<file path="config.mk">
export PLATFORM = sky130hd
export DESIGN_NAME = earliest_free_server_scheduler_flat
export DESIGN_NICKNAME = d
export VERILOG_FILES = /design/src/rtl/core/efss_pkg.sv /design/src/rtl/core/efss_cfg_if.sv /design/src/rtl/core/efss_job_if.sv /design/src/rtl/core/efss_res_if.sv /design/src/rtl/core/efss_ram.sv /design/src/rtl/core/efss_ctrl.sv /design/src/rtl/core/efss_dp.sv /design/src/rtl/core/earliest_free_server_scheduler.sv /design/src/flat_wrapper.sv
export VERILOG_INCLUDE_DIRS = /design/src /design/src/rtl/core
export SDC_FILE = /design/constraint.sdc
export NUM_CORES = 1
export LEC_CHECK = 0
export BUFFER_PORTS_ARGS = -buffer_cell sky130_fd_sc_hd__buf_2
export CAP_MARGIN = 15
export CELL_PAD_IN_SITES_DETAIL_PLACEMENT = 0
export CELL_PAD_IN_SITES_GLOBAL_PLACEMENT = 1
export CORE_MARGIN = 3
export CORE_UTILIZATION = 55
export DETAILED_ROUTE_END_ITERATION = 8
export GPL_ROUTABILITY_DRIVEN = 0
export GPL_TIMING_DRIVEN = 1
export PLACE_DENSITY_LB_ADDON = 0.1
export SLEW_MARGIN = 15
export SYNTH_ARGS = -nofsm -noshare
export SYNTH_HDL_FRONTEND = slang
export SYNTH_SLANG_ARGS = --single-unit
</file>
<file path="constraint.sdc">
create_clock -name i_clk -period 13.45 [get_ports i_clk]
set_input_delay 2.69 -clock i_clk [delete_from_list [all_inputs] [get_ports i_clk]]
set_output_delay 2.69 -clock i_clk [all_outputs]
set_load 0.005 [all_outputs]
</file>
<file path="src/rtl/core/earliest_free_server_scheduler_macros.svh">
// assertion macros shared by the scheduler modules
// no dependencies; taken in by `include where assertions are written
`ifndef EARLIEST_FREE_SERVER_SCHEDULER_MACROS_SVH
`define EARLIEST_FREE_SERVER_SCHEDULER_MACROS_SVH

// same-cycle implication, disabled while reset is held
`define EFSS_ASSERT_IMPLY(lbl, clk, rst_n, ante, cons) \
    lbl: assert property (@(posedge clk) disable iff (!rst_n) (ante) |-> (cons)) \
        else $error("efss assertion failed");

// next-cycle implication, disabled while reset is held
`define EFSS_ASSERT_NEXT(lbl, clk, rst_n, ante, cons) \
    lbl: assert property (@(posedge clk) disable iff (!rst_n) (ante) |=> (cons)) \
        else $error("efss assertion failed");

`endif

</file>
<file path="src/rtl/core/efss_pkg.sv">
// shared types and fixed widths of the earliest-free-server scheduler
// no dependencies; used by the cfg and result interfaces, efss_ctrl, efss_dp and the top level
package efss_pkg;

    // fixed field widths
    localparam int CFG_W     = 5;
    localparam int SRV_OUT_W = 4;
    localparam int CLOCK_W   = 32;
    localparam int WAIT_W    = 48;

    // server count after reset
    localparam logic [CFG_W-1:0] CFG_RESET = 5'd1;

    // commands from controller to datapath
    typedef struct packed {
        logic accept;
        logic scan;
        logic update;
        logic load_out;
    } t_dp_cmd;

    // status from datapath to controller
    typedef struct packed {
        logic greedy;
        logic cnt_end;
    } t_dp_status;

endpackage

</file>
<file path="src/rtl/core/efss_cfg_if.sv">
// configuration write channel: server count
// depends on efss_pkg
interface efss_cfg_if ();
    logic                        valid;
    logic                        ready;
    logic [efss_pkg::CFG_W-1:0]  servers_in_use;

    modport source (output valid, servers_in_use, input ready);
    modport sink   (input valid, servers_in_use, output ready);
endinterface

</file>
<file path="src/rtl/core/efss_job_if.sv">
// job input channel: service time and last-job flag
// no package dependency
interface efss_job_if #(
    parameter int SERVICE_BITS = 16
) ();
    logic                    valid;
    logic                    ready;
    logic [SERVICE_BITS-1:0] service_time;
    logic                    last_job;

    modport source (output valid, service_time, last_job, input ready);
    modport sink   (input valid, service_time, last_job, output ready);
endinterface

</file>
<file path="src/rtl/core/efss_res_if.sv">
// result channel: server, start time and batch totals
// depends on efss_pkg
interface efss_res_if ();
    logic                             valid;
    logic                             ready;
    logic [efss_pkg::SRV_OUT_W-1:0]   assigned_server;
    logic [efss_pkg::CLOCK_W-1:0]     start_time;
    logic                             batch_done;
    logic [efss_pkg::CLOCK_W-1:0]     finish_time;
    logic [efss_pkg::WAIT_W-1:0]      total_wait;

    modport source (output valid, assigned_server, start_time, batch_done, finish_time,
                    total_wait, input ready);
    modport sink   (input valid, assigned_server, start_time, batch_done, finish_time,
                    total_wait, output ready);
endinterface

</file>
<file path="src/rtl/core/efss_ram.sv">
// generic simple dual-port ram, one write and one registered read per cycle
// no dependencies
module efss_ram #(
    parameter int WIDTH = 16,
    parameter int DEPTH = 16
) (
    input  logic                     i_clk,
    input  logic                     i_we,
    input  logic [$clog2(DEPTH)-1:0] i_waddr,
    input  logic [WIDTH-1:0]         i_wdata,
    input  logic                     i_re,
    input  logic [$clog2(DEPTH)-1:0] i_raddr,
    output logic [WIDTH-1:0]         o_rdata
);

    logic [WIDTH-1:0] r_mem [DEPTH];
    logic [WIDTH-1:0] r_rdata;

    // write port
    always_ff @(posedge i_clk) begin
        if (i_we) begin
            r_mem[i_waddr] <= i_wdata;
        end
    end

    // registered read port
    always_ff @(posedge i_clk) begin
        if (i_re) begin
            r_rdata <= r_mem[i_raddr];
        end
    end

    assign o_rdata = r_rdata;

endmodule

</file>
<file path="src/rtl/core/efss_ctrl.sv">
// controller: sequences scan, update and result load for one job
// depends on efss_pkg and the macros header
`include "earliest_free_server_scheduler_macros.svh"

module efss_ctrl (
    input  logic                 i_clk,
    input  logic                 i_rst_n,
    input  logic                 i_in_valid,
    output logic                 o_in_ready,
    output logic                 o_out_valid,
    input  logic                 i_out_ready,
    input  efss_pkg::t_dp_status i_status,
    output efss_pkg::t_dp_cmd    o_cmd
);

    typedef enum logic [3:0] {
        S_IDLE   = 4'b0001,
        S_SCAN   = 4'b0010,
        S_UPDATE = 4'b0100,
        S_FINISH = 4'b1000
    } t_state;

    t_state r_state, n_state;
    logic   r_out_valid, n_out_valid;
    logic   w_out_free;

    assign w_out_free = !r_out_valid || i_out_ready;

    // next state and commands
    always_comb begin
        n_state    = r_state;
        o_cmd      = '0;
        o_in_ready = 1'b0;
        unique case (r_state)
            S_IDLE: begin
                o_in_ready = 1'b1;
                if (i_in_valid) begin
                    o_cmd.accept = 1'b1;
                    n_state      = i_status.greedy ? S_SCAN : S_UPDATE;
                end
            end
            S_SCAN: begin
                o_cmd.scan = 1'b1;
                if (i_status.cnt_end) begin
                    n_state = S_UPDATE;
                end
            end
            S_UPDATE: begin
                o_cmd.update = 1'b1;
                if (i_status.cnt_end) begin
                    n_state = S_FINISH;
                end
            end
            S_FINISH: begin
                if (w_out_free) begin
                    o_cmd.load_out = 1'b1;
                    n_state        = S_IDLE;
                end
            end
            default: begin
                n_state = S_IDLE;
            end
        endcase
    end

    // output valid: set on load, cleared when the beat is taken
    always_comb begin
        n_out_valid = r_out_valid;
        if (o_cmd.load_out) begin
            n_out_valid = 1'b1;
        end else if (i_out_ready) begin
            n_out_valid = 1'b0;
        end
    end

    always_ff @(posedge i_clk) begin
        if (!i_rst_n) begin
            r_state     <= S_IDLE;
            r_out_valid <= 1'b0;
        end else begin
            r_state     <= n_state;
            r_out_valid <= n_out_valid;
        end
    end

    assign o_out_valid = r_out_valid;

    // checks
    `EFSS_ASSERT_NEXT(a_accept_leaves_idle, i_clk, i_rst_n, (i_in_valid && o_in_ready), (r_state != S_IDLE))
    `EFSS_ASSERT_IMPLY(a_load_when_free, i_clk, i_rst_n, o_cmd.load_out, (!r_out_valid || i_out_ready))
    `EFSS_ASSERT_NEXT(a_finish_waits, i_clk, i_rst_n, (r_state == S_FINISH && r_out_valid && !i_out_ready), (r_state == S_FINISH))

endmodule

</file>
<file path="src/rtl/core/efss_dp.sv">
// datapath: server timer ram, min scan, timer update, clock and totals
// depends on efss_pkg, efss_ram and the macros header
`include "earliest_free_server_scheduler_macros.svh"

module efss_dp #(
    parameter int MAX_SERVERS  = 16,
    parameter int SERVICE_BITS = 16
) (
    input  logic                              i_clk,
    input  logic                              i_rst_n,
    input  efss_pkg::t_dp_cmd                 i_cmd,
    output efss_pkg::t_dp_status              o_status,
    input  logic [efss_pkg::CFG_W-1:0]        i_servers_in_use,
    input  logic [SERVICE_BITS-1:0]           i_service_time,
    input  logic                              i_last_job,
    output logic [efss_pkg::SRV_OUT_W-1:0]    o_assigned_server,
    output logic [efss_pkg::CLOCK_W-1:0]      o_start_time,
    output logic                              o_batch_done,
    output logic [efss_pkg::CLOCK_W-1:0]      o_finish_time,
    output logic [efss_pkg::WAIT_W-1:0]       o_total_wait
);

    localparam int IDX_W  = $clog2(MAX_SERVERS);
    localparam int CNT_W  = $clog2(MAX_SERVERS + 1);
    localparam int SUM_W  = efss_pkg::CLOCK_W + 1;
    localparam int WSUM_W = efss_pkg::WAIT_W + 1;

    // job and batch registers
    logic [SERVICE_BITS-1:0]      r_svc;
    logic                         r_last;
    logic [efss_pkg::CLOCK_W-1:0] r_clock;
    logic [efss_pkg::WAIT_W-1:0]  r_wait;
    logic [CNT_W-1:0]             r_js;
    logic [CNT_W-1:0]             r_cnt;
    logic [SERVICE_BITS-1:0]      r_best;
    logic [IDX_W-1:0]             r_chosen;
    logic [SERVICE_BITS-1:0]      r_max;

    // result registers
    logic [efss_pkg::SRV_OUT_W-1:0] r_out_server;
    logic [efss_pkg::CLOCK_W-1:0]   r_out_start;
    logic                           r_out_done;
    logic [efss_pkg::CLOCK_W-1:0]   r_out_finish;
    logic [efss_pkg::WAIT_W-1:0]    r_out_wait;

    logic [CNT_W-1:0]             w_p;
    logic                         w_greedy;
    logic                         w_cnt_end;
    logic                         w_have;
    logic [CNT_W-1:0]             w_prev;
    logic [IDX_W-1:0]             w_idx;
    logic                         w_rd_en;
    logic [SERVICE_BITS-1:0]      w_rd_data;
    logic                         w_take;
    logic [SERVICE_BITS-1:0]      w_best_nxt;
    logic [SUM_W-1:0]             w_clk_sum;
    logic [efss_pkg::CLOCK_W-1:0] w_clk_sat;
    logic [SERVICE_BITS-1:0]      w_upd_val;
    logic [SERVICE_BITS-1:0]      w_max_nxt;
    logic                         w_we;
    logic [SUM_W-1:0]             w_fin_sum;
    logic [efss_pkg::CLOCK_W-1:0] w_fin_sat;
    logic [WSUM_W-1:0]            w_wait_sum;
    logic [efss_pkg::WAIT_W-1:0]  w_wait_sat;

    // effective server count, clamped to one and to the table size
    always_comb begin
        if (i_servers_in_use == '0) begin
            w_p = CNT_W'(1);
        end else if (32'(i_servers_in_use) > 32'(MAX_SERVERS)) begin
            w_p = CNT_W'(MAX_SERVERS);
        end else begin
            w_p = CNT_W'(i_servers_in_use);
        end
    end

    assign w_greedy  = (r_js >= w_p);
    assign w_cnt_end = (r_cnt == w_p);
    assign w_have    = (r_cnt != '0);
    assign w_prev    = r_cnt - CNT_W'(1);
    assign w_idx     = w_prev[IDX_W-1:0];

    assign o_status.greedy  = w_greedy;
    assign o_status.cnt_end = w_cnt_end;

    // timer ram: read one server per cycle, write each back in the following cycle
    assign w_rd_en = (i_cmd.scan || i_cmd.update) && (r_cnt < w_p);
    assign w_we    = i_cmd.update && w_have;

    efss_ram #(
        .WIDTH (SERVICE_BITS),
        .DEPTH (MAX_SERVERS)
    ) u_timer_ram (
        .i_clk   (i_clk),
        .i_we    (w_we),
        .i_waddr (w_idx),
        .i_wdata (w_upd_val),
        .i_re    (w_rd_en),
        .i_raddr (r_cnt[IDX_W-1:0]),
        .o_rdata (w_rd_data)
    );

    // min search, first server seeds the running minimum
    assign w_take     = (w_idx == '0) || (w_rd_data < r_best);
    assign w_best_nxt = w_take ? w_rd_data : r_best;
    assign w_clk_sum  = {1'b0, r_clock} + SUM_W'(w_best_nxt);
    assign w_clk_sat  = w_clk_sum[efss_pkg::CLOCK_W] ? '1 : w_clk_sum[efss_pkg::CLOCK_W-1:0];

    // new timer value; servers not yet used in this batch count as idle
    always_comb begin
        if (w_idx == r_chosen) begin
            w_upd_val = r_svc;
        end else if (CNT_W'(w_idx) < r_js) begin
            w_upd_val = w_rd_data - r_best;
        end else begin
            w_upd_val = '0;
        end
    end

    assign w_max_nxt = ((w_idx == '0) || (w_upd_val > r_max)) ? w_upd_val : r_max;

    // finish time and running wait, both saturating
    assign w_fin_sum  = {1'b0, r_clock} + SUM_W'(r_max);
    assign w_fin_sat  = w_fin_sum[efss_pkg::CLOCK_W] ? '1 : w_fin_sum[efss_pkg::CLOCK_W-1:0];
    assign w_wait_sum = {1'b0, r_wait} + WSUM_W'(r_clock);
    assign w_wait_sat = w_wait_sum[efss_pkg::WAIT_W] ? '1 : w_wait_sum[efss_pkg::WAIT_W-1:0];

    // batch state: clock, wait sum, job count, pass counter
    always_ff @(posedge i_clk) begin
        if (!i_rst_n) begin
            r_clock <= '0;
            r_wait  <= '0;
            r_js    <= '0;
            r_cnt   <= '0;
        end else if (i_cmd.accept) begin
            r_cnt <= '0;
            if (!w_greedy) begin
                r_js <= r_js + CNT_W'(1);
            end
        end else if (i_cmd.scan) begin
            if (w_cnt_end) begin
                r_clock <= w_clk_sat;
                r_cnt   <= '0;
            end else begin
                r_cnt <= r_cnt + CNT_W'(1);
            end
        end else if (i_cmd.update) begin
            if (!w_cnt_end) begin
                r_cnt <= r_cnt + CNT_W'(1);
            end
        end else if (i_cmd.load_out) begin
            if (r_last) begin
                r_clock <= '0;
                r_wait  <= '0;
                r_js    <= '0;
            end else begin
                r_wait <= w_wait_sat;
            end
        end
    end

    // job payload, chosen server, running min and max
    always_ff @(posedge i_clk) begin
        if (i_cmd.accept) begin
            r_svc  <= i_service_time;
            r_last <= i_last_job;
            if (!w_greedy) begin
                r_chosen <= r_js[IDX_W-1:0];
                r_best   <= '0;
            end
        end else if (i_cmd.scan && w_have) begin
            r_best <= w_best_nxt;
            if (w_take) begin
                r_chosen <= w_idx;
            end
        end else if (i_cmd.update && w_have) begin
            r_max <= w_max_nxt;
        end
    end

    // result register
    always_ff @(posedge i_clk) begin
        if (i_cmd.load_out) begin
            r_out_server <= efss_pkg::SRV_OUT_W'(r_chosen);
            r_out_start  <= r_clock;
            r_out_done   <= r_last;
            r_out_finish <= r_last ? w_fin_sat : '0;
            r_out_wait   <= r_last ? w_wait_sat : '0;
        end
    end

    assign o_assigned_server = r_out_server;
    assign o_start_time      = r_out_start;
    assign o_batch_done      = r_out_done;
    assign o_finish_time     = r_out_finish;
    assign o_total_wait      = r_out_wait;

    // checks
    `EFSS_ASSERT_IMPLY(a_cnt_in_range, i_clk, i_rst_n, (i_cmd.scan || i_cmd.update), (r_cnt <= w_p))
    `EFSS_ASSERT_NEXT(a_batch_clears, i_clk, i_rst_n, (i_cmd.load_out && r_last), (r_js == '0 && r_clock == '0 && r_wait == '0))
    `EFSS_ASSERT_NEXT(a_fill_counts, i_clk, i_rst_n, (i_cmd.accept && !w_greedy), (r_js == $past(r_js) + CNT_W'(1)))

endmodule

</file>
<file path="src/rtl/core/earliest_free_server_scheduler.sv">
// top level of the earliest-free-server scheduler: config register, controller, datapath
// depends on efss_pkg, the three channel interfaces, efss_ctrl and efss_dp
//
//   channel  dir  payload                                              beat when
//   i_cfg    in   servers_in_use                                       valid & ready
//   i_job    in   service_time, last_job                               valid & ready
//   o_res    out  assigned_server, start_time, batch_done,             valid & ready
//                 finish_time, total_wait
//
// a job while the batch is still filling servers goes straight to the rewrite pass; a later job
// first makes one pass over the timer ram to find the earliest free server, then a second pass
// rewrites every timer, one ram port pair serving one server per cycle.
// reset is synchronous and active low; it clears the batch, sets the server count to one.
// a result waiting on o_res stalls only the end of the next job, which is accepted meanwhile.
// i_cfg is always ready; the user must write it only while no job is in flight, the block does not enforce it.
module earliest_free_server_scheduler #(
    parameter int MAX_SERVERS  = 16,
    parameter int SERVICE_BITS = 16
) (
    input  logic              i_clk,
    input  logic              i_rst_n,
    efss_cfg_if.sink          i_cfg,
    efss_job_if.sink          i_job,
    efss_res_if.source        o_res
);

    logic [efss_pkg::CFG_W-1:0] r_cfg;
    efss_pkg::t_dp_cmd          w_cmd;
    efss_pkg::t_dp_status       w_status;

    // server count register
    assign i_cfg.ready = 1'b1;

    always_ff @(posedge i_clk) begin
        if (!i_rst_n) begin
            r_cfg <= efss_pkg::CFG_RESET;
        end else if (i_cfg.valid) begin
            r_cfg <= i_cfg.servers_in_use;
        end
    end

    // sequencer
    efss_ctrl u_ctrl (
        .i_clk       (i_clk),
        .i_rst_n     (i_rst_n),
        .i_in_valid  (i_job.valid),
        .o_in_ready  (i_job.ready),
        .o_out_valid (o_res.valid),
        .i_out_ready (o_res.ready),
        .i_status    (w_status),
        .o_cmd       (w_cmd)
    );

    // timers, clock and totals
    efss_dp #(
        .MAX_SERVERS  (MAX_SERVERS),
        .SERVICE_BITS (SERVICE_BITS)
    ) u_dp (
        .i_clk             (i_clk),
        .i_rst_n           (i_rst_n),
        .i_cmd             (w_cmd),
        .o_status          (w_status),
        .i_servers_in_use  (r_cfg),
        .i_service_time    (i_job.service_time),
        .i_last_job        (i_job.last_job),
        .o_assigned_server (o_res.assigned_server),
        .o_start_time      (o_res.start_time),
        .o_batch_done      (o_res.batch_done),
        .o_finish_time     (o_res.finish_time),
        .o_total_wait      (o_res.total_wait)
    );

endmodule
</file>
<file path="src/flat_wrapper.sv">
// flat-port wrapper written by rule: the top's interface ports become plain ports
module earliest_free_server_scheduler_flat 
#(
    parameter int MAX_SERVERS  = 16,
    parameter int SERVICE_BITS = 16
)
  (i_clk, i_rst_n, i_cfg_valid, i_cfg_servers_in_use, i_cfg_ready, i_job_valid, i_job_service_time, i_job_last_job, i_job_ready, o_res_valid, o_res_assigned_server, o_res_start_time, o_res_batch_done, o_res_finish_time, o_res_total_wait, o_res_ready);
  efss_cfg_if i_cfg_i ();
  efss_job_if #(.SERVICE_BITS(SERVICE_BITS)) i_job_i ();
  efss_res_if o_res_i ();
  input  logic i_clk;
  input  logic i_rst_n;
  input wire logic [$bits(i_cfg_i.valid)-1:0] i_cfg_valid;
  input wire logic [$bits(i_cfg_i.servers_in_use)-1:0] i_cfg_servers_in_use;
  output wire logic [$bits(i_cfg_i.ready)-1:0] i_cfg_ready;
  input wire logic [$bits(i_job_i.valid)-1:0] i_job_valid;
  input wire logic [$bits(i_job_i.service_time)-1:0] i_job_service_time;
  input wire logic [$bits(i_job_i.last_job)-1:0] i_job_last_job;
  output wire logic [$bits(i_job_i.ready)-1:0] i_job_ready;
  output wire logic [$bits(o_res_i.valid)-1:0] o_res_valid;
  output wire logic [$bits(o_res_i.assigned_server)-1:0] o_res_assigned_server;
  output wire logic [$bits(o_res_i.start_time)-1:0] o_res_start_time;
  output wire logic [$bits(o_res_i.batch_done)-1:0] o_res_batch_done;
  output wire logic [$bits(o_res_i.finish_time)-1:0] o_res_finish_time;
  output wire logic [$bits(o_res_i.total_wait)-1:0] o_res_total_wait;
  input wire logic [$bits(o_res_i.ready)-1:0] o_res_ready;
  assign i_cfg_i.valid = i_cfg_valid;
  assign i_cfg_i.servers_in_use = i_cfg_servers_in_use;
  assign i_cfg_ready = i_cfg_i.ready;
  assign i_job_i.valid = i_job_valid;
  assign i_job_i.service_time = i_job_service_time;
  assign i_job_i.last_job = i_job_last_job;
  assign i_job_ready = i_job_i.ready;
  assign o_res_valid = o_res_i.valid;
  assign o_res_assigned_server = o_res_i.assigned_server;
  assign o_res_start_time = o_res_i.start_time;
  assign o_res_batch_done = o_res_i.batch_done;
  assign o_res_finish_time = o_res_i.finish_time;
  assign o_res_total_wait = o_res_i.total_wait;
  assign o_res_i.ready = o_res_ready;
  earliest_free_server_scheduler #(.MAX_SERVERS(MAX_SERVERS), .SERVICE_BITS(SERVICE_BITS)) u_core (.i_clk(i_clk), .i_rst_n(i_rst_n), .i_cfg(i_cfg_i), .i_job(i_job_i), .o_res(o_res_i));
endmodule
</file>
======== Yosys cells after proc, flatten, opt, wreduce, memory -nomap -nowiden ========
Memories as Yosys holds them, arrays and structs flattened. A register that Yosys moved wholly into a read port is not among the register bits.
Index checks and enable logic that the tools add are counted.
word-level totals
  word-level logic and storage cells ...... 128
  memories ................................ 1
  output and inout bits ................... 120
  memory bits (writable) .................. 256
  register bits after elaboration ......... 270
operators by class
  reduce and logical (&&, ||, !) cells .... 28
  magnitude comparators ................... 6
  add/sub/neg operators ................... 7
  bitwise gates (word level) .............. 5
  mux-type cells .......................... 48
  equal/unequal tests ..................... 16
memories
  name                           words  width  read ports  clocked after Yosys merged registers in  write ports  RTL line        text
  u_core.u_dp.u_timer_ram.r_mem  16     16     1           1                                        1            efss_ram.sv:16  logic [WIDTH-1:0] r_mem [DEPTH];
operator list
  cell                   count
  $mux W32               7
  $mux W16               6
  $mux W48               2
  $add A32 B16 Y33       2
  $mux W5                12
  $add A48 B32 Y49       1
  $mux W4                8
  $gt A16 B16 Y1         1
  $lt A16 B16 Y1         1
  $pmux W4 S4            1
  $reduce_bool A2 Y1     8
  $sub A16 B16 Y16       1
  $ne A2 B2 Y1 const B   6
  $reduce_and A4 Y1      3
  $mux W1                11
  $add A5 B1 Y5 const B  2
  $reduce_and A5 Y1      2
  $ne A2 B1 Y1 const B   4
  $eq A5 B5 Y1           1
  $ge A5 B5 Y1           1
  $gt A5 B5 Y1 const B   1
  $logic_not A5 Y1       1
  $lt A4 B5 Y1           1
  $lt A5 B5 Y1           1
  other kinds (16)       26

======== Longest topological paths before layout ========
Gate-level depths: netlist of run 1.
  word-level depth ........................ 8
  depth in mapped cells ................... 27

======== Cells and area by module ========
From an unflattened synthesis of run 1, not the netlist that was laid out.
second synthesis, totals
  cells, all modules ...................... 2069
  area total of the unflattened synthesis .. 26128.8 µm²
modules (own cells, without submodules)
  module                          cells an instance  sequential area each (µm²)  instances  area an instance (µm²)
  efss_dp                         1586               6906.6                      1          15401.0
  efss_ram                        432                8167.8                      1          10202.3
  efss_ctrl                       33                 100.1                       1          324.1
  earliest_free_server_scheduler  18                 100.1                       1          201.4

======== Worst setup path before layout of run 1 ========
Ideal clock, no wire load.
  path type ............................... input to register
  start point ............................. input port o_res_ready
  end point ............................... register u_core.u_dp.r_wait[38] (netlist bit)
  slack ................................... 6.012 ns
  buffers on the path ..................... 2
  data arrival time ....................... 7.304 ns
  stages .................................. 8
  cells stage by stage .................... nor2b_1 > nand2b_1 > clkbuf_1 > inv_1 > clkbuf_1 > nand2_1 > nor2_1 > a311oi_1
between the ends
  longest elaborated chain between the ends .. 4
ends and longest elaborated chain
  what                         RTL line            text
  from (decl)                  flat_wrapper.sv:26  input wire logic [$bits(o_res_i.ready)-1:0] o_res_ready;
  $logic_or A1 B1 Y1           efss_ctrl.sv:27     assign w_out_free = !r_out_valid || i_out_ready;
  $mux W1                      efss_ctrl.sv:55     if (w_out_free) begin
  $mux W1                      efss_ctrl.sv:34     unique case (r_state)
  $reduce_and A4 Y1 (no line)  -
  to (signal assigned)         efss_dp.sv:157      r_wait <= w_wait_sat;
  to (decl)                    efss_dp.sv:32       logic [efss_pkg::WAIT_W-1:0] r_wait;
No other way between the ends.
A chain may end at the register's enable or synchronous reset.

======== Worst setup path in the final report of run 1 ========
  start point ............................. register u_core.u_dp.u_timer_ram.r_rdata[0] (netlist: u_core.u_dp.u_timer_ram.o_rdata[0]), read port of u_core.u_dp.u_timer_ram.r_mem
  end point ............................... register u_core.u_dp.r_clock[19] (netlist bit)
between the ends
  longest elaborated chain between the ends .. 7
ends and longest elaborated chain
  what                                 RTL line        text
  from (decl)                          efss_ram.sv:17  logic [WIDTH-1:0] r_rdata;
  $lt A16 B16 Y1                       efss_dp.sv:104  assign w_take = (w_idx == '0) || (w_rd_data < r_best);
  $logic_or A1 B1 Y1                   efss_dp.sv:104
  $mux W16                             efss_dp.sv:105  assign w_best_nxt = w_take ? w_rd_data : r_best;
  named net u_core.u_dp.w_best_nxt[1]  efss_dp.sv:55   logic [SERVICE_BITS-1:0] w_best_nxt;
  $add A32 B16 Y33                     efss_dp.sv:106  assign w_clk_sum = {1'b0, r_clock} + SUM_W'(w_best_nxt);
  $mux W32                             efss_dp.sv:107  assign w_clk_sat = w_clk_sum[efss_pkg::CLOCK_W] ? '1 : w_clk_sum[efss_pkg::CLOCK_W-1:0];
  $mux W32                             efss_dp.sv:141  if (w_cnt_end) begin
  $mux W32                             efss_dp.sv:140  end else if (i_cmd.scan) begin
  to (signal assigned)                 efss_dp.sv:142  r_clock <= w_clk_sat;
  to (decl)                            efss_dp.sv:31   logic [efss_pkg::CLOCK_W-1:0] r_clock;
The timed path passes the listed nets, and every way through them passes these cells. The select of a mux whose other input is x is not followed.

==> results of run 1 <==
where the power goes:
part           leakage, nW  internal, mW  switching (mW)
sequential            5.06          1.84          0.0188
clock                0.921         0.949           0.657
combinational         4.97        0.0943           0.150
cell families (layout without fill, tap and decap cells):
family	count (synthesis)	in the layout	synth area share
flops	542	542	0.5952
mux	104	104	0.08030
simple gates	567	567	0.1045
fa+ha+maj	120	120	0.05968
compound gates	422	422	0.1061
buf+inv	160	363	0.02569
other cells	1	1	0.0001461
xor+xnor	83	83	0.02833
worst max-delay path: cells and delay by family, from the launching register on:
kind            cells  cell delay (ps)
fa+ha+maj           3              850
buf+inv             4              450
simple gates        3              480
mux                 1              350
flops               1              380
compound gates     15             4210
flip-flops by register name (all words and copies together), names as in the netlist:
name                             flops
u_core.u_dp.o_batch_done             1
u_core.u_dp.o_assigned_server        4
u_core.u_ctrl.o_out_valid            1
u_core.u_dp.o_start_time            32
u_core.u_dp.r_max                   16
u_core.u_dp.r_chosen                 4
u_core.u_dp.o_finish_time           32
u_core.r_cfg                         5
u_core.u_dp.r_last                   1
u_core.u_dp.o_total_wait            48
u_core.u_dp.r_js                     5
u_core.u_dp.r_best                  16
u_core.u_dp.r_wait                  48
u_core.u_dp.u_timer_ram.r_mem      256
u_core.u_dp.r_clock                 32
u_core.u_ctrl.r_state                4
u_core.u_dp.r_cnt                    5
u_core.u_dp.u_timer_ram.o_rdata     16
u_core.u_dp.r_svc                   16
path summary, 6_finish.rpt:
check                             to  cells past startpoint  slack [ps]
max          u_core.u_dp.r_clock[19]                     26        6590
min           u_core.u_dp.r_wait[31]                      2         480
max reg2reg  u_core.u_dp.r_clock[19]                     26        6590
min reg2reg   u_core.u_dp.r_wait[31]                      2         480
layout by cell type (no fill, tap or decap), drive strengths merged, types with 5 or more instances in the layout:
cell      synthesis  final
a211oi           21     21
mux4             80     80
o21ai           112    112
o221a             6      6
inv              73     77
dfxtp           100    100
a31oi            21     21
edfxtp          442    442
bufinv            0     10
o211a             5      5
clkbuf           66     62
nor3             40     40
clkinv            0     22
or3               5      5
xnor2            53     53
nand4            14     14
or2               6      6
a21o             33     33
mux2             15     15
and4              7      7
clkinvlp          0      5
nand2           135    135
and2             54     54
and3             18     18
ha              116    116
buf              21    187
a311oi           18     18
a41oi             6      6
nor2            201    201
o21a             25     25
a21oi           117    117
xor2             30     30
mux2i             9      9
nand3            31     31
o21bai            8      8
nand2b           18     18
a21boi           10     10
nor2b            23     23
final cells by class:
class | instances | area share
multi-input combinational | 1297 | 0.3376
clock buffer | 62 | 0.04825
clock inverter | 41 | 0.01743
tap | 600 | 0.02582
inverter | 73 | 0.009512
timing repair buffer | 187 | 0.03581
sequential | 542 | 0.5256
cells in the mapped netlist, types with 53 or more instances:
cell | n | area, um2
xnor2_1 | 53 | 464.2
edfxtp_1 | 442 | 13270
inv_1 | 73 | 274.0
ha_1 | 116 | 1451
and2_1 | 53 | 331.6
a21oi_1 | 117 | 585.6
dfxtp_1 | 100 | 2002
clkbuf_1 | 66 | 247.7
nor2_1 | 198 | 743.2
nand2_1 | 135 | 506.7
mux4_2 | 80 | 1802
o21ai_0 | 104 | 520.5
layer usage:
layer / vias to the layer above / share of wire / GRT usage
met1: 8263 / 0.42 / 0.3441
met5: - / 0 / 0
li1: 7841 / - / -
met4: 0 / 0.034 / 0.09164
met2: 551 / 0.50 / 0.4372
met3: 109 / 0.053 / 0.02926
==> out/qor.csv, run 1 <==
metric;value;unit
grt_start_max_net_pins;79;
crit_path_start_kind;register;
synth_edf_count;442;
antenna_found_initial;0;
syn_avg_cell_area;12.84;um2
synth_cells;1999;
yosys_register_bits;542;
viasPerCell;5.983;
power;3.712;mW
globalRouteOverflowTotal;0;
cp_max_fo;17;
setup_violations;0;
cp_common_cell;inv_1;
min_period_over_period;0.5101;
cts_tree;built;
hold_path.class;reg2reg;
synth_area;0.02566;mm2
port-buffer-count;145;
power-per-cell-area;127.7;mW/mm2
cpMaxStageDelayCell;o41ai_2;
synth_async_sr_flop_share;0;
grtUsageTotal;0.2565;
tightest_slew;1024;ps
layout_min_cycle_time;6861;ps
ant_nets;0;
finalWirelength;63740;um
cts_made_buffers;55;
dpl.hpwl;42340;um
setup.worst_path.start;u_core.u_dp.u_timer_ram.o_rdata[0];
final_nets;2303;
die-width;222.0;um
synth_cell_type_count;76;
status;completed;
synth_warnings;0;
max-cap-violations;0;
max_freq;0.1457;GHz
finalSetupTns;0;ps
critPathKind;reg2reg;
vias;16760;
final_cell_area;0.02907;mm2
multiInputGateArea;0.009814;mm2
dp_slack;6703;ps
htreeDepth;2;
ios;147;
clockBufferDepth;3;
cts_setup_buffers;0;
timing.hold.ws;483.5;ps
n_antenna_cell;0;
fillers;3459;
fin_skew;24.04;ps
reg2reg_from;u_core.u_dp.u_timer_ram.o_rdata[0];
grt_pass1_vias;16330;
rsz0062_at_grt;no;
irDropWorstVdd;123.3;uV
setup_ws;6589;ps
rows;78;
hold_viol;0;
final_util;0.6351;
arrival;7340;ps
hp-start;u_core.u_dp.r_wait[31];
slew-limit-headroom;0.3176;
route.detailed.drc;0;
core;0.04577;mm2
p_leak;10.95;nW
seqCellArea;0.01528;mm2
first_pass_iters;5;
endpoint_kind;register;
routedWlPerCell;22.75;um
instances_no_fill;2802;
drt_iter0_markers;1456;
synth-seq-area-share;0.5952;
area_growth;13.28;%
cts_hold_buf;0;
synthFlopType;edfxtp_1;
place_inst;2699;
cts_root_buf;clkbuf_16;
die_h;222.0;um
die_area;0.04929;mm2
cts_sinks;542;
worstPathRequired;13930;ps
dpl_cell_area;0.02716;mm2
critPathMaxStageDelay;710;ps
clk_pin_slew_worst_paths;70;ps
drive_gt1_frac;0.1912;
ctsResizeCount;0;
clk-insertion-delay-late;610;ps
synth_fp_nets;2146;
finalMaxSlewViolations;0;
grt_pass1_wl;97770;um
start_util;0.5607;
(Power assumes the default switching activity.)
==> run 2: changes to the inputs <==
CORE_UTILIZATION = 51   (was 55)
clock period = 6.65 ns   (was 13.45 ns; I/O delays follow)
==> out/qor.csv, run 2 (same netlist as run 1, synthesis figures left out) <==
metric;value;unit;change
htreeDepth;2;;unchanged
ios;147;;unchanged
ant_nets;0;;unchanged
slew-limit-headroom;0.2769;;was 0.3176
critPathKind;reg2reg;;unchanged
critPathMaxStageDelay;520;ps;was 710 ps
n_antenna_cell;0;;unchanged
grt_pass1_vias;16440;;was 16330
clockBufferDepth;3;;unchanged
p_leak;10.97;nW;was 10.95 nW
dpl_cell_area;0.02729;mm2;was 0.02716 mm2
finalWirelength;63230;um;was 63740 um
cts_made_buffers;56;;was 55
drive_gt1_frac;0.1921;;was 0.1912
power-per-cell-area;252.7;mW/mm2;was 127.7 mW/mm2
final_cell_mix;edfxtp_1 (442), nor2_1 (181), buf_2 (145);;unchanged
antenna_found_initial;0;;unchanged
worstPathRequired;7130;ps;was 13930 ps
first_pass_iters;5;;unchanged
cts_tree;built;;unchanged
final_common_cell;edfxtp_1;;unchanged
hold_path.class;reg2reg;;unchanged
area_growth;13.55;%;was 13.28%
dpl.hpwl;42270;um;was 42340 um
max-cap-violations;0;;unchanged
max_freq;0.1622;GHz;was 0.1457 GHz
cts_hold_buf;0;;unchanged
core;0.04936;mm2;was 0.04577 mm2
die-width;230.3;um;was 222.0 um
p_sw;1.630;mW;was 826.0 uW
cts_root_buf;clkbuf_16;;unchanged
cp_max_fo;15;;was 17
grt_pass1_wl;98080;um;was 97770 um
globalRouteOverflowTotal;0;;unchanged
rsz0062_at_grt;no;;unchanged
finalSetupTns;0;ps;unchanged
irDropWorstVdd;237.3;uV;was 123.3 uV
layout_min_cycle_time;6165;ps;was 6861 ps
drt_iter0_markers;1439;;was 1456
crit_path_start_kind;register;;unchanged
arrival;6640;ps;was 7340 ps
final_nets;2313;;was 2303
cts_setup_buffers;0;;unchanged
status;completed;;unchanged
die_h;230.3;um;was 222.0 um
setup_violations;0;;unchanged
rows;81;;was 78
grtUsageTotal;0.2390;;was 0.2565
fin_skew;21.56;ps;was 24.04 ps
netSwitchingFraction;0.2213;;was 0.2225
clkPwrFrac;0.421;;was 0.433
regMostFlops;u_core.u_dp.u_timer_ram.r_mem;;unchanged
port-buffer-count;145;;unchanged
p_seq_frac;0.511;;was 0.501
endpoint_kind;register;;unchanged
clk_pin_slew_worst_paths;60;ps;was 70 ps
route.detailed.drc;0;;unchanged
tightest_slew;1082;ps;was 1024 ps
pwr-share-comb;0.068;;was 0.066
clk-insertion-delay-late;610;ps;about the same
final_cell_area;0.02914;mm2;was 0.02907 mm2
routedWlPerCell;21.98;um;was 22.75 um
largest_reg_flops;256;;unchanged
cpMaxStageDelayCell;o41ai_4;;was o41ai_2
cts_sinks;542;;unchanged
start_util;0.5200;;was 0.5607
internal_power;5.734;mW;was 2.886 mW
min_period_over_period;0.9271;;was 0.5101
viasPerCell;5.814;;was 5.983
grt_start_max_net_pins;74;;was 79
hold_viol;0;;unchanged
die_area;0.05305;mm2;was 0.04929 mm2
vias;16720;;was 16760
finalMaxSlewViolations;0;;unchanged
==> run 2: cell count changes in the layout (fill, tap and decap cells not counted), sizes merged <==
cell      previous run  this run
clkbuf              62        73
buf                187       196
bufinv              10         6
clkinv              22        19
inv                 77        75
clkinvlp             5         4
==> run 2: worst max-delay path, delay by kind of cell (launching register included) <==
family	cells	cell delay, ps
DFF	1	390
AOI/OAI and AO/OA	15	3640
buffers and inverters	3	360
and+or+nand+nor	3	470
adders and majority gates	3	880
muxes	1	300
==> run 2: cell type report <==
cell class	count	area, um2
clock buffer	73	1495
clock inverter	31	320.3
fill	3976	20210
inverter	73	276.5
multi-input combinational	1297	9831
sequential	542	15280
tap	664	830.8
timing repair buffer	196	1109
==> run 2: worst paths after layout <==
| kind | start | to | slack (ps) | cells past startpoint |
|---|---|---|---|---|
| setup / recovery | u_core.u_dp.u_timer_ram.o_rdata[0] | u_core.u_dp.r_clock[19] | 480 | 25 |
| hold / removal | u_core.u_dp.r_wait[0] | u_core.u_dp.r_wait[0] | 470 | 2 |
| hold reg to reg | u_core.u_dp.r_wait[0] | u_core.u_dp.r_wait[0] | 470 | 2 |
| setup reg to reg | u_core.u_dp.u_timer_ram.o_rdata[0] | u_core.u_dp.r_clock[19] | 480 | 25 |
==> run 2: what timing repair did <==
action,in CTS,in global routing
setup endpoints to repair,0,24
hold endpoints to repair,0,0
resized for setup,0,5
==> run 2: metrics by stage <==
step	cells	utilization	setup slack [ps]	power, mW	hold slack (ps)
3_5_place_dp	2772	0.5530	229.6	4.327	466.4
2_1_floorplan	1999	-	572.3	4.165	431.4
6_report	2876	0.5904	484.8	7.364	473.7
4_1_cts	2876	0.5898	194.3	7.426	474.7
3_3_place_gp	2772	0.5529	447.0	4.316	462.4
5_1_grt	2876	0.5904	58.37	7.624	503.9
==> run 2: power by group through the flow <==
stage	clock network [mW]	registers, mW	logic, mW
3_3_place_gp	0	3.83	0.487
3_5_place_dp	0	3.83	0.497
4_1_cts	3.17	3.76	0.499
5_1_grt	3.30	3.76	0.557
2_1_floorplan	0	3.82	0.349
6_report	3.10	3.76	0.500
==> run 2: per-layer routing <==
| metal | vias up | GRT usage | share of wire |
|---|---|---|---|
| met3 | 87 | 0.03122 | 0.050 |
| met5 | - | 0 | 0 |
| li1 | 7864 | - | - |
| met1 | 8283 | 0.3227 | 0.43 |
| met4 | 0 | 0.06742 | 0.026 |
| met2 | 486 | 0.4083 | 0.50 |
==> run 3: changes to the inputs <==
GPL_TIMING_DRIVEN = 0   (was 1)
==> out/qor.csv, run 3 (same netlist as run 1, synthesis figures left out) <==
metric;value;unit;change
finalWirelength;66240;um;was 63230 um
irDropWorstVdd;227.4;uV;was 237.3 uV
arrival;6800;ps;was 6640 ps
final_cell_area;0.02955;mm2;was 0.02914 mm2
critPathKind;reg2reg;;unchanged
largest_reg_flops;256;;unchanged
die_area;0.05305;mm2;unchanged
dp_slack;-1355;ps;was 229.6 ps
power-per-cell-area;248.4;mW/mm2;was 252.7 mW/mm2
core;0.04936;mm2;unchanged
grt_pass1_vias;16820;;was 16440
rows;81;;unchanged
critPathMaxStageDelay;480;ps;was 520 ps
hold_path.class;reg2reg;;unchanged
netSwitchingFraction;0.2342;;was 0.2213
route.detailed.drc;0;;unchanged
p_sw;1.719;mW;was 1.630 mW
critPathTopFamily;compound AO/OA/AOI/OAI gates;;unchanged
grt_start_max_net_pins;65;;was 74
clk-insertion-delay-late;620;ps;was 610 ps
viasPerCell;5.770;;was 5.814
drt_iter0_markers;1341;;was 1439
status;completed;;unchanged
crit_end;u_core.u_dp.r_clock[23];;was u_core.u_dp.r_clock[19]
dpl.hpwl;48280;um;was 42270 um
clk_pin_slew_worst_paths;60;ps;about the same
p_seq_frac;0.512;;was 0.511
p_leak;11.07;nW;was 10.97 nW
ant_nets;0;;unchanged
start_util;0.5200;;unchanged
first_pass_iters;5;;unchanged
ios;147;;unchanged
cpMaxStageDelayCell;a2111o_1;;was o41ai_4
regMostFlops;u_core.u_dp.u_timer_ram.r_mem;;unchanged
vias;16980;;was 16720
cp_max_fo;10;;was 15
fin_skew;16.84;ps;was 21.56 ps
max-cap-violations;0;;unchanged
finalSetupTns;0;ps;unchanged
cts_sinks;542;;unchanged
hp-start;u_core.u_dp.r_chosen[1];;was u_core.u_dp.r_wait[0]
finalMaxSlewViolations;0;;unchanged
area_growth;15.14;%;was 13.55%
die_h;230.3;um;unchanged
globalRouteOverflowTotal;0;;unchanged
internal_power;5.622;mW;was 5.734 mW
slew-limit-headroom;0.2722;;was 0.2769
min_period_over_period;0.9419;;was 0.9271
rrSetupSlack;390;ps;was 480 ps
port-buffer-count;144;;was 145
htreeDepth;2;;unchanged
clkPwrFrac;0.416;;was 0.421
grtUsageTotal;0.2501;;was 0.2390
rsz0062_at_grt;no;;unchanged
power;7.341;mW;was 7.364 mW
cts_tree;built;;unchanged
routedWlPerCell;22.51;um;was 21.98 um
hold_viol;0;;unchanged
reg2reg_from;u_core.u_dp.u_timer_ram.o_rdata[0];;unchanged
die-width;230.3;um;unchanged
setup_violations;0;;unchanged
dpl_cell_area;0.02765;mm2;was 0.02729 mm2
final_nets;2377;;was 2313
timing.rr.end;u_core.u_dp.r_clock[23];;was u_core.u_dp.r_clock[19]
path_buf_inv;4;;was 3
setup_ws;386.5;ps;was 484.8 ps
pwr-share-comb;0.072;;was 0.068
final_common_cell;edfxtp_1;;unchanged
tightest_slew;1092;ps;was 1082 ps
cts_root_buf;clkbuf_16;;unchanged
max_freq;0.1597;GHz;was 0.1622 GHz
worstRegToRegCells;27;;was 25
antenna_found_initial;0;;unchanged
worstPathRequired;7190;ps;was 7130 ps
crit_path_start_kind;register;;unchanged
layout_min_cycle_time;6263;ps;was 6165 ps
final_cell_mix;edfxtp_1 (442), nor2_1 (181), buf_2 (154);;was edfxtp_1 (442), nor2_1 (181), buf_2 (145)
setup.worst_path.start;u_core.u_dp.u_timer_ram.o_rdata[0];;unchanged
path_depth;27;;was 25
cts_hold_buf;0;;unchanged
grt_pass1_wl;101000;um;was 98080 um
cts_made_buffers;56;;unchanged
endpoint_kind;register;;unchanged
drive_gt1_frac;0.1896;;was 0.1921
clockBufferDepth;3;;unchanged
n_antenna_cell;0;;unchanged
==> run 3: cell types whose count changed in the layout (fill, tap and decap cells not counted), moves of 6 or more <==
| cell | previous run | this run |
|---|---|---|
| clkbuf_1 | 14 | 72 |
| buf_4 | 51 | 12 |
| buf_6 | 0 | 11 |
| buf_8 | 0 | 10 |
| o21ai_0 | 103 | 93 |
| buf_2 | 145 | 154 |
| buf_1 | 0 | 7 |
| clkinv_2 | 7 | 13 |
==> run 3: worst reg2reg max path: stages, from the launching register on <==
cell       delay [ps]
edfxtp_1          400
inv_1              70
ha_1              160
inv_1              60
fa_1              410
a21o_1            190
a21oi_1           220
o21bai_1          130
a2111o_1          480
a31oi_2           250
a211oi_2          140
o21ai_2           260
a32oi_4           150
mux2_2            330
ha_1              200
inv_1              60
fa_1              400
nor2b_1           170
o31ai_1           130
a21oi_1           260
o2111ai_1         150
nand2_1           130
a21oi_1           120
a21boi_2          290
nor2b_2           340
clkbuf_2          370
nand2_1           170
o2111ai_1         140
==> run 3: worst min path at each step <==
stage / slack, ps / endpoint / cells after the start
6_report: 480 / u_core.u_dp.o_assigned_server[1] / 0
5_1_grt: 500 / u_core.u_dp.o_assigned_server[1] / 0
3_5_place_dp: 470 / u_core.u_dp.r_wait[2] / 2
3_3_place_gp: 460 / u_core.u_dp.r_wait[0] / 2
2_1_floorplan: 430 / u_core.u_dp.o_start_time[16] / 0
4_1_cts: 480 / u_core.u_dp.r_wait[0] / 2
==> run 3: final cells by class <==
cell class	count	area, um2
Tap cell	664	830.8
Clock inverter	38	299.0
Inverter	73	274.0
Fill cell	3975	19810
Sequential cell	542	15270
Clock buffer	68	1468
Timing Repair Buffer	174	1072
Buffer	86	392.9
Multi-Input combinational cell	1297	9938
==> run 3: through the flow <==
| step | hold WS [ps] | std cells | util |
|---|---|---|---|
| CTS | 482.5 | 2942 | 0.5972 |
| floorplan | 431.4 | 1999 | - |
| global placement | 462.6 | 2807 | 0.5514 |
| finish | 481.4 | 2942 | 0.5987 |
| global route | 500.9 | 2942 | 0.5987 |
| detailed placement | 468.4 | 2835 | 0.5601 |
==> run 3: what timing repair did <==
action / 4_1_cts / 5_1_grt
buffers inserted: 1 / 1
endpoints found under the setup margin: 48 / 42
pin swaps: 2 / 2
resized for setup: 14 / 14
==> run 3: power groups by stage <==
stage	combinational, mW	sequential [mW]	clock (mW)
floorplan	0.349	3.82	0
global placement	0.487	3.84	0
detailed placement	0.516	3.83	0
CTS	0.524	3.76	3.10
global route	0.583	3.76	3.24
finish	0.531	3.76	3.05
==> run 3: routing by layer <==
layer / global-route usage / wire (um) / vias to the layer above
li1: - / - / 8000
met1: 0.3219 / 27270 / 8386
met2: 0.4417 / 33850 / 494
met3: 0.03258 / 3221 / 95
met4: 0.07736 / 1886 / 0
met5: 0 / 0 / -
